[src/rtl/cas_pkg.sv]
// cas_pkg: shared constants, types and state encodings of the curvature arc segmenter
// no dependencies; used by cas_if, cas_engine and curvature_arc_segmenter
package cas_pkg;

  localparam int COORD_BITS     = 16;
  localparam int INDEX_BITS     = 16;
  localparam int CURV_FRAC_BITS = 16;
  localparam int COORD_FRAC     = 4;
  localparam int CURV_BITS      = 8 + CURV_FRAC_BITS;

  // squared side length and cross product magnitude
  localparam int SIDE_W  = 2 * COORD_BITS + 1;
  localparam int PROD_W  = 3 * SIDE_W;
  localparam int RSQ_W   = 2 * SIDE_W;
  localparam int R_SHIFT = 2 + 2 * COORD_FRAC + 2 * CURV_FRAC_BITS;
  localparam int REM_W   = RSQ_W + R_SHIFT;
  localparam int RAD_W   = 2 * CURV_BITS;
  localparam int DV_W    = PROD_W + RAD_W;
  localparam int QUO_W   = RAD_W + 1;
  localparam int TOTAL_W = CURV_BITS + INDEX_BITS;
  localparam int CNT_W   = $clog2(QUO_W + 1);
  localparam int BIT_W   = $clog2(CURV_BITS);

  localparam int CFG_W     = 24;
  localparam int CFG_IDX_W = 1;
  localparam logic [CFG_IDX_W-1:0] CFG_TOLERANCE = 1'd0;
  localparam logic [CFG_IDX_W-1:0] CFG_MAX_SEG   = 1'd1;

  localparam logic [CURV_BITS-1:0]  TOL_RESET    = CURV_BITS'(16384);
  localparam logic [INDEX_BITS-1:0] MAXSEG_RESET = '1;
  localparam logic [INDEX_BITS-1:0] INDEX_MAX    = '1;

  // squaring sequence: eight products, then one evaluation step
  localparam logic [CNT_W-1:0] SQR_LAST = CNT_W'(8);

  typedef enum logic {OP_CURV, OP_MEAN} cas_op_e;

  typedef enum logic [1:0] {JOB_CR, JOB_D12, JOB_PROD} cas_job_e;

  typedef enum logic [2:0] {EN_IDLE, EN_SQR, EN_MUL, EN_DIV, EN_ROOT} cas_eng_state_e;

  typedef enum logic [1:0] {ST_IDLE, ST_CURV, ST_MEAN, ST_COMMIT} cas_state_e;

  typedef struct packed {
    logic                  go;
    cas_op_e               op;
    logic [COORD_BITS-1:0] ax;
    logic [COORD_BITS-1:0] ay;
    logic [COORD_BITS-1:0] bx;
    logic [COORD_BITS-1:0] by;
    logic [COORD_BITS-1:0] cx;
    logic [COORD_BITS-1:0] cy;
    logic [TOTAL_W-1:0]    total;
    logic [INDEX_BITS-1:0] samples;
  } cas_cmd_t;

  typedef struct packed {
    logic                 done;
    logic [CURV_BITS-1:0] result;
  } cas_rsp_t;

endpackage

[src/rtl/cas_engine.sv]
// cas_engine: iterative arithmetic for three-point curvature and segment mean
// shared shift-add multiplier, restoring divider and bitwise root; depends on cas_pkg
module cas_engine import cas_pkg::*; (
  input  logic     clk_i,
  input  logic     rst_ni,
  input  cas_cmd_t cmd_i,
  output cas_rsp_t rsp_o
);

  cas_eng_state_e st_q, st_d;
  logic [CNT_W-1:0] step_q, step_d;
  cas_op_e op_q, op_d;
  cas_job_e job_q, job_d;

  logic [COORD_BITS-1:0] ux_q, uy_q, vx_q, vy_q, wx_q, wy_q;
  logic [COORD_BITS-1:0] ux_d, uy_d, vx_d, vy_d, wx_d, wy_d;
  logic sux_q, suy_q, svx_q, svy_q, sux_d, suy_d, svx_d, svy_d;
  logic [SIDE_W-1:0] d1_q, d2_q, d3_q, d1_d, d2_d, d3_d;
  logic [2*COORD_BITS-1:0] p_q, q_q, p_d, q_d;
  logic [PROD_W-1:0] acc_q, acc_d, mc_q, mc_d;
  logic [SIDE_W-1:0] mr_q, mr_d;
  logic [RSQ_W-1:0] rsq_q, rsq_d;
  logic [REM_W-1:0] rem_q, rem_d;
  logic [DV_W-1:0] dv_q, dv_d;
  logic [QUO_W-1:0] quo_q, quo_d;
  logic [RAD_W-1:0] rad_q, rad_d;
  logic [CURV_BITS-1:0] root_q, root_d, res_q, res_d;
  logic done_q, done_d;

  // per-cycle unit outputs
  logic [COORD_BITS:0] dux, duy, dvx, dvy, dwx, dwy;
  logic [COORD_BITS-1:0] ma, mb;
  logic [2*COORD_BITS-1:0] sq;
  logic [SIDE_W-1:0] cr;
  logic [PROD_W-1:0] acc_n;
  logic ge;
  logic [REM_W-1:0] rem_n;
  logic [QUO_W-1:0] quo_n;
  logic [CURV_BITS-1:0] trial, root_n;
  logic [RAD_W-1:0] tsq;

  assign dux = {1'b0, cmd_i.bx} - {1'b0, cmd_i.ax};
  assign duy = {1'b0, cmd_i.by} - {1'b0, cmd_i.ay};
  assign dvx = {1'b0, cmd_i.cx} - {1'b0, cmd_i.bx};
  assign dvy = {1'b0, cmd_i.cy} - {1'b0, cmd_i.by};
  assign dwx = {1'b0, cmd_i.ax} - {1'b0, cmd_i.cx};
  assign dwy = {1'b0, cmd_i.ay} - {1'b0, cmd_i.cy};

  always_comb begin
    unique case (step_q[2:0])
      3'd0: begin ma = ux_q; mb = ux_q; end
      3'd1: begin ma = uy_q; mb = uy_q; end
      3'd2: begin ma = vx_q; mb = vx_q; end
      3'd3: begin ma = vy_q; mb = vy_q; end
      3'd4: begin ma = wx_q; mb = wx_q; end
      3'd5: begin ma = wy_q; mb = wy_q; end
      3'd6: begin ma = ux_q; mb = vy_q; end
      default: begin ma = uy_q; mb = vx_q; end
    endcase
  end
  assign sq = ma * mb;

  always_comb begin
    if ((sux_q ^ svy_q) != (suy_q ^ svx_q)) begin
      cr = SIDE_W'(p_q) + SIDE_W'(q_q);
    end else if (p_q >= q_q) begin
      cr = SIDE_W'(p_q - q_q);
    end else begin
      cr = SIDE_W'(q_q - p_q);
    end
  end

  assign acc_n = mr_q[0] ? acc_q + mc_q : acc_q;

  assign ge    = {{(DV_W-REM_W){1'b0}}, rem_q} >= dv_q;
  assign rem_n = ge ? rem_q - dv_q[REM_W-1:0] : rem_q;
  assign quo_n = {quo_q[QUO_W-2:0], ge};

  assign trial  = root_q | (CURV_BITS'(1) << step_q[BIT_W-1:0]);
  assign tsq    = trial * trial;
  assign root_n = (tsq <= rad_q) ? trial : root_q;

  // next state
  always_comb begin
    st_d = st_q;
    unique case (st_q)
      EN_IDLE: begin
        if (cmd_i.go) st_d = (cmd_i.op == OP_CURV) ? EN_SQR : EN_DIV;
      end
      EN_SQR: begin
        if (step_q == SQR_LAST) begin
          st_d = (d1_q == '0 || d2_q == '0 || d3_q == '0) ? EN_IDLE : EN_MUL;
        end
      end
      EN_MUL: begin
        if (step_q == '0 && job_q == JOB_PROD) st_d = EN_DIV;
      end
      EN_DIV: begin
        if (step_q == '0) st_d = (op_q == OP_CURV) ? EN_ROOT : EN_IDLE;
      end
      EN_ROOT: begin
        if (step_q == '0) st_d = EN_IDLE;
      end
      default: st_d = EN_IDLE;
    endcase
  end

  // datapath
  always_comb begin
    step_d = step_q; op_d = op_q; job_d = job_q;
    ux_d = ux_q; uy_d = uy_q; vx_d = vx_q; vy_d = vy_q; wx_d = wx_q; wy_d = wy_q;
    sux_d = sux_q; suy_d = suy_q; svx_d = svx_q; svy_d = svy_q;
    d1_d = d1_q; d2_d = d2_q; d3_d = d3_q; p_d = p_q; q_d = q_q;
    acc_d = acc_q; mc_d = mc_q; mr_d = mr_q; rsq_d = rsq_q;
    rem_d = rem_q; dv_d = dv_q; quo_d = quo_q; rad_d = rad_q; root_d = root_q;
    res_d = res_q; done_d = 1'b0;
    unique case (st_q)
      EN_IDLE: begin
        if (cmd_i.go) begin
          op_d = cmd_i.op;
          if (cmd_i.op == OP_CURV) begin
            sux_d = dux[COORD_BITS]; suy_d = duy[COORD_BITS];
            svx_d = dvx[COORD_BITS]; svy_d = dvy[COORD_BITS];
            ux_d = dux[COORD_BITS] ? COORD_BITS'(-dux) : dux[COORD_BITS-1:0];
            uy_d = duy[COORD_BITS] ? COORD_BITS'(-duy) : duy[COORD_BITS-1:0];
            vx_d = dvx[COORD_BITS] ? COORD_BITS'(-dvx) : dvx[COORD_BITS-1:0];
            vy_d = dvy[COORD_BITS] ? COORD_BITS'(-dvy) : dvy[COORD_BITS-1:0];
            wx_d = dwx[COORD_BITS] ? COORD_BITS'(-dwx) : dwx[COORD_BITS-1:0];
            wy_d = dwy[COORD_BITS] ? COORD_BITS'(-dwy) : dwy[COORD_BITS-1:0];
            step_d = '0;
          end else begin
            rem_d  = REM_W'(cmd_i.total);
            dv_d   = DV_W'({cmd_i.samples, {CURV_BITS{1'b0}}});
            quo_d  = '0;
            step_d = CNT_W'(CURV_BITS);
          end
        end
      end
      EN_SQR: begin
        // the evaluation step leaves the squared sides untouched
        if (step_q != SQR_LAST) begin
          unique case (step_q[2:0])
            3'd0: d1_d = SIDE_W'(sq);
            3'd1: d1_d = d1_q + SIDE_W'(sq);
            3'd2: d2_d = SIDE_W'(sq);
            3'd3: d2_d = d2_q + SIDE_W'(sq);
            3'd4: d3_d = SIDE_W'(sq);
            3'd5: d3_d = d3_q + SIDE_W'(sq);
            3'd6: p_d = sq;
            default: q_d = sq;
          endcase
        end
        step_d = step_q + CNT_W'(1);
        if (step_q == SQR_LAST) begin
          if (d1_q == '0 || d2_q == '0 || d3_q == '0) begin
            // degenerate triangle
            res_d  = '0;
            done_d = 1'b1;
          end else begin
            mc_d   = PROD_W'(cr);
            mr_d   = cr;
            acc_d  = '0;
            job_d  = JOB_CR;
            step_d = CNT_W'(SIDE_W - 1);
          end
        end
      end
      EN_MUL: begin
        acc_d  = acc_n;
        mc_d   = mc_q << 1;
        mr_d   = mr_q >> 1;
        step_d = step_q - CNT_W'(1);
        if (step_q == '0) begin
          step_d = CNT_W'(SIDE_W - 1);
          acc_d  = '0;
          unique case (job_q)
            JOB_CR: begin
              rsq_d = acc_n[RSQ_W-1:0];
              mc_d  = PROD_W'(d1_q);
              mr_d  = d2_q;
              job_d = JOB_D12;
            end
            JOB_D12: begin
              mc_d  = acc_n;
              mr_d  = d3_q;
              job_d = JOB_PROD;
            end
            default: begin
              rem_d  = {rsq_q, {R_SHIFT{1'b0}}};
              dv_d   = {acc_n, {RAD_W{1'b0}}};
              quo_d  = '0;
              step_d = CNT_W'(QUO_W - 1);
            end
          endcase
        end
      end
      EN_DIV: begin
        rem_d  = rem_n;
        quo_d  = quo_n;
        dv_d   = dv_q >> 1;
        step_d = step_q - CNT_W'(1);
        if (step_q == '0) begin
          if (op_q == OP_CURV) begin
            // quotient past the radicand range saturates the curvature
            rad_d  = quo_n[QUO_W-1] ? '1 : quo_n[RAD_W-1:0];
            root_d = '0;
            step_d = CNT_W'(CURV_BITS - 1);
          end else begin
            res_d  = quo_n[CURV_BITS-1:0];
            done_d = 1'b1;
          end
        end
      end
      EN_ROOT: begin
        root_d = root_n;
        step_d = step_q - CNT_W'(1);
        if (step_q == '0) begin
          res_d  = root_n;
          done_d = 1'b1;
        end
      end
      default: ;
    endcase
  end

  always_ff @(posedge clk_i or negedge rst_ni) begin
    if (!rst_ni) begin
      st_q   <= EN_IDLE;
      done_q <= 1'b0;
    end else begin
      st_q   <= st_d;
      done_q <= done_d;
    end
  end

  always_ff @(posedge clk_i) begin
    step_q <= step_d; op_q <= op_d; job_q <= job_d;
    ux_q <= ux_d; uy_q <= uy_d; vx_q <= vx_d; vy_q <= vy_d; wx_q <= wx_d; wy_q <= wy_d;
    sux_q <= sux_d; suy_q <= suy_d; svx_q <= svx_d; svy_q <= svy_d;
    d1_q <= d1_d; d2_q <= d2_d; d3_q <= d3_d; p_q <= p_d; q_q <= q_d;
    acc_q <= acc_d; mc_q <= mc_d; mr_q <= mr_d; rsq_q <= rsq_d;
    rem_q <= rem_d; dv_q <= dv_d; quo_q <= quo_d; rad_q <= rad_d; root_q <= root_d;
    res_q <= res_d;
  end

  assign rsp_o.done   = done_q;
  assign rsp_o.result = res_q;

endmodule

[config.mk]
export PLATFORM = sky130hd
export DESIGN_NAME = cas_engine
export DESIGN_NICKNAME = d
export VERILOG_FILES = /design/src/rtl/cas_pkg.sv /design/src/rtl/cas_engine.sv
export SDC_FILE = /design/constraint.sdc
export NUM_CORES = 2
export LEC_CHECK = 0
export CORE_MARGIN = 10
export CORE_UTILIZATION = 60
export CTS_CLUSTER_DIAMETER = 150
export DETAILED_ROUTE_END_ITERATION = 8
export DONT_BUFFER_PORTS = 1
export GPL_TIMING_DRIVEN = 0
export PLACE_DENSITY = 0.79
export SLEW_MARGIN = 20
export SYNTH_ARGS = -nofsm -noshare
export SYNTH_HDL_FRONTEND = slang
export SYNTH_SLANG_ARGS = --single-unit
[constraint.sdc]
create_clock -name clk_i -period 22.2 [get_ports clk_i]
set_input_delay 2.22 -clock clk_i [delete_from_list [all_inputs] [get_ports clk_i]]
set_output_delay 2.22 -clock clk_i [all_outputs]
set_load 0.05 [all_outputs]
After elaboration in Yosys (flattened, before gate mapping)
Cells that the tools add are included.
{"block": "op_classes", "reduce_logical": 39, "n_mul": 2, "addsub": 22, "n_lt_le_gt_ge": 3, "shifts": 1, "eq_ne": 29, "bitwise": 6, "mux": 83}
{"op": "$mux W99", "count": 7}
{"op": "$pmux W99 S2", "count": 3}
{"op": "$mux W147", "count": 4}
{"op": "$mux W108", "count": 5}
{"op": "$pmux W147 S3", "count": 1}
{"op": "$pmux W33 S2", "count": 5}
{"op": "$pmux W108 S3", "count": 1}
{"op": "$mux W24", "count": 8}
{"op": "$mux W48", "count": 4}
{"op": "$mux W33", "count": 5}
{"op": "$pmux W16 S5", "count": 2}
{"op": "$ge A108 B147 Y1", "count": 1}
{"op": "$pmux W48 S3", "count": 1}
{"op": "$sub A108 B108 Y108", "count": 1}
{"op": "$sub A16 B16 Y17", "count": 6}
{"op": "$add A33 B32 Y33", "count": 3}
{"op": "$add A99 B99 Y99", "count": 1}
{"op": "$logic_not A33 Y1", "count": 3}
{"op": "$mux W16", "count": 6}
{"op": "$neg A16 Y16", "count": 6}
{"op": "$pmux W24 S3", "count": 1}
{"op": "$sub A32 B32 Y33", "count": 2}
{"op": "$le A48 B48 Y1", "count": 1}
{"op": "$mul A24 B24 Y48", "count": 1}
{"op": "43 further kinds", "count": 107}
{"block": "totals", "input_bits": 156, "elab_cells": 215, "reg_bits": 972}

Logic depth before layout (Yosys ltp)
{"block": "depth", "depth_word": 7, "mapped_depth": 50}

Least setup slack after synthesis
OpenSTA, ideal clock, no wires.
{"block": "synth_path", "path_kind": "input port to flip-flop", "startpoint": "in cmd_i[153] in the netlist's numbering", "endpoint": "reg rem_q[0] (enable)", "arrival_time_ps": 22452, "required_time_ps": 21597, "path_buffers": 0, "path_stages": 5, "slack_ps": -856, "setup_time_ps": 603, "cell_sequence": "nor2_1 a21oi_1 nor2_1 a211oi_1 a21boi_1"}
{"block": "synth_via", "elab_chain_len": 2}
{"element": "start: declaration", "line_no": "cas_engine.sv:6", "rtl": "input cas_cmd_t cmd_i,"}
{"element": "$ne A2 B2 Y1 (no line)"}
{"element": "$reduce_and A6 Y1 (no line)"}
{"element": "end signal: assignment", "line_no": "cas_engine.sv:242", "rtl": "rem_q <= rem_d; dv_q <= dv_d; quo_q <= quo_d; rad_q <= rad_d; root_q <= root_d;"}
{"element": "end: declaration", "line_no": "cas_engine.sv:23", "rtl": "logic [REM_W-1:0] rem_q, rem_d;"}
No other way between the ends.
A chain may end at the register's enable or synchronous reset.

Worst setup path after layout
{"block": "layout_path", "startpoint": "reg step_q[2]", "endpoint": "reg res_q[0] (data pin)"}
{"block": "layout_via", "elab_chain_len": 7}
{"element": "start: declaration", "line_no": "cas_engine.sv:11", "rtl": "logic [CNT_W-1:0] step_q, step_d;"}
{"element": "start signal: assignment", "line_no": "cas_engine.sv:237", "rtl": "step_q <= step_d; op_q <= op_d; job_q <= job_d;"}
{"element": "$shl A1 B5 Y24 (*)", "line_no": "cas_engine.sv:79", "rtl": "assign trial = root_q | (CURV_BITS'(1) << step_q[BIT_W-1:0]);"}
{"element": "$or A24 B24 Y24 (*)", "line_no": "cas_engine.sv:79"}
{"element": "$mul A24 B24 Y48", "line_no": "cas_engine.sv:80", "rtl": "assign tsq = trial * trial;"}
{"element": "$le A48 B48 Y1", "line_no": "cas_engine.sv:81", "rtl": "assign root_n = (tsq <= rad_q) ? trial : root_q;"}
{"element": "$mux W24 (*)", "line_no": "cas_engine.sv:81"}
{"element": "$mux W24 (*)", "line_no": "cas_engine.sv:217", "rtl": "if (step_q == '0) begin"}
{"element": "$pmux W24 S3 (*)", "line_no": "cas_engine.sv:117", "rtl": "unique case (st_q)"}
{"element": "net res_d[0]", "line_no": "cas_engine.sv:27", "rtl": "logic [CURV_BITS-1:0] root_q, root_d, res_q, res_d;"}
{"element": "end signal: assignment", "line_no": "cas_engine.sv:243", "rtl": "res_q <= res_d;"}
{"element": "end: declaration", "line_no": "cas_engine.sv:27"}
Mark *: on every way through the listed nets, which the timed path passes. The rest lies on a longest branch. The select of a mux whose other input is x is not followed.

==> key figures <==
Yosys
  • Main synth FF type: edfxtp_1
  • Part of the Yosys area used for sequential elements: 31.09%
  • Unique masters post-synth: 98
  • Top cells by area, synth: edfxtp_1 (31%), fa_1 (14%), ha_1 (11%), inv_1 (5.5%), nand2_1 (4.1%)
  • Synth Cell Area: 93820 um2
  • Post-synth EDFFs: 968
  • Most common library cells after synthesis: inv_1 (1368), nand2_1 (1020), edfxtp_1 (968), nor2_1 (916), ha_1 (826)
  • Seq cells post-synth: 972
  • Synth area leader: edfxtp_1
  • Async SR Flop Fraction: 0.4115%
  • Top-count cell post-synth: inv_1
  • Synth Warn #: 0
  • Cells after Synth: 10240
  • Syn Nets: 11860
  • Avg Cell Area, Syn: 9.162 um2
  • Synth top area share: 30.98%

Critical path
  • Crit. End Element: register
  • Crit path DAT: 16.70 ns
  • R2r setup slk: 5.90 ns
  • Crit path max-delay cell type: a21oi_1
  • Critical Path RT: 22.60 ns
  • CP delay by family, top: compound AO/OA/AOI/OAI gates
  • CP max stage delay: 1.12 ns
  • Crit-path max FO: 10
  • WP buf/inv: 11
  • CP Launch Type: register
  • CP Class: reg2reg

CTS
  • CTS resizes: 0
  • CTS Buffer Depth: 3
  • Worst-path clk slew: 0.07 ns
  • CTS Hold Bufs: 0
  • Number of setup buffers added after CTS: 0
  • Root Buffer: clkbuf_16
  • CTS H-tree depth: 3
  • TritonCTS clock tree: built
  • CTS sink cnt: 972
  • Total CTS buffers: 108
  • Clock latency on the worst-skew pair: 0.82 ns

Layout
  • Register area: 29170 um2
  • Layout cell share with drive strength beyond 1: 4.077%
  • Finished Core Util: 64.87%
  • Area Growth Syn to Fin: 7.758%
  • Post-layout nets: 12030
  • Area used by multi-input combinational logic: 58110 um2
  • Fillers: 12800
  • Non-Filler Instances: 12570

Global route
  • Pin count of the biggest net entering global routing: 58
  • First-pass GRT wire length: 475700 um
  • Vias in the first global route: 79790
  • GRT Overall Usage: 35.50%
  • Initial antenna violation count: 19
  • Global route overflow: 0

Die
  • Num ports: 181
  • Die X: 415.4 um
  • Die ar.: 172600 um2
  • Initial cell density of the core: 60.20%
  • Die H: 415.4 um
  • Core Area: 155800 um2
  • FP Rows: 145

Run
  • Max-cap viol count: 0

STA
  • Relative slew slack: 14.13%
  • Final setup violation count: 0
  • Slew Limit Fails: 0
  • Least-Margin Pin Slew: 1.288 ns
  • Clock skew: 0.1330 ns
  • Tmin final: 16.30 ns
  • RSZ-0062 raised after global routing: false
  • Fin crit share: 73.40%
  • Setup ws final: 5.904 ns
  • Sum Neg Setup Slack: 0 ns
  • Max frequency: 0.06137 GHz
  • Fin. Hold Viols: 0

Place
  • Port Buffers: 0
  • Dpl ws: 6.693 ns
  • Placed cell count: 12360
  • Placed wire-length estimate: 254100 um
  • RD Place Congestion: 1.057

Drt
  • Via count: 80970
  • Vias per cell: 6.440
  • Final WL: 317200 um
  • DR DRC count: 0
  • Final ANT Viol Nets: 0
  • Detailed Route Iter0 Violations: 10240
  • WL per Instance: 25.23 um
  • DR pass1 iterations: 8

Run status
  • Outcome: completed

Worst hold path
  • HP Class: reg2reg
cell families after synthesis:
kind of cell | after synthesis | share of synthesized area, %
mux | 144 | 1.600
simple gates | 2859 | 13.66
xor+xnor | 560 | 5.228
flops | 972 | 31.09
compound gates | 2451 | 16.61
buf+inv | 1790 | 7.188
fa+ha+maj | 1464 | 24.63
worst min-delay path, stage by stage, from the launching register on:
cell and delay [ns]:
edfxtp_1 0.32, nand2_1 0.05, o21ai_0 0.06
layout by cell type (no fill, tap or decap), types with 312 or more instances in the layout:
| cell | n |
|---|---|
| o21ai_0 | 566 |
| nor2_1 | 914 |
| edfxtp_1 | 968 |
| a21o_1 | 312 |
| clkbuf_1 | 385 |
| fa_1 | 638 |
| xnor2_1 | 372 |
| nand2_1 | 1020 |
| inv_1 | 1367 |
| ha_1 | 826 |
| a21oi_1 | 698 |
stage by stage:
| stage | hold slack [ns] | cell area, um2 |
|---|---|---|
| final | 0.4358 | 101100 |
| after global routing | 0.4611 | 101100 |
| after CTS | 0.4261 | 101000 |
| after detailed placement | 0.5168 | 97470 |
| after global placement | 0.5108 | 96400 |
| after floorplan | 0.4963 | 93830 |
sequential cells by signal, indices dropped and copies added (netlist names), 24 cells and up:
register	cells
p_q	32
d2_q	33
res_q	24
root_q	24
rem_q	108
d1_q	33
rad_q	48
q_q	32
dv_q	147
mc_q	99
d3_q	33
acc_q	99
quo_q	48
mr_q	33
rsq_q	66
worst paths after layout:
kind | start | endpoint | cells after the start
min | rsq_q[15] | rem_q[57] | 2
max reg2reg | step_q[2] | res_q[0] | 41
min in group asynchronous | rst_ni | st_q[2] | 0
min reg2reg | rsq_q[15] | rem_q[57] | 2
max | step_q[2] | res_q[0] | 41
max in group asynchronous | rst_ni | done_q | 0
metal layers:
| metal | track usage (%) | part of all wire, % | wire (um) | vias to the layer above |
|---|---|---|---|---|
| li1 | - | - | - | 35730 |
| met1 | 45.25 | 37 | 117700 | 39290 |
| met2 | 55.70 | 44 | 141100 | 4873 |
| met3 | 7.178 | 11 | 35020 | 1075 |
| met4 | 21.54 | 7.4 | 23330 | 6 |
| met5 | 0 | 0.014 | 45 | - |
area by class of cell:
| class | instances | share of cell area (%) |
|---|---|---|
| Antenna cell | 16 | 0.03960 |
| Buffer | 413 | 1.572 |
| Clock buffer | 136 | 2.797 |
| Clock inverter | 62 | 0.7326 |
| Inverter | 1377 | 5.112 |
| Multi-Input combinational cell | 7478 | 57.48 |
| Sequential cell | 972 | 28.85 |
| Tap cell | 2058 | 2.547 |
| Timing Repair Buffer | 61 | 0.8737 |
Power is left out: the tool's default activity adds up to more than one toggle a clock period on the data nets, which glitch-free logic cannot reach.
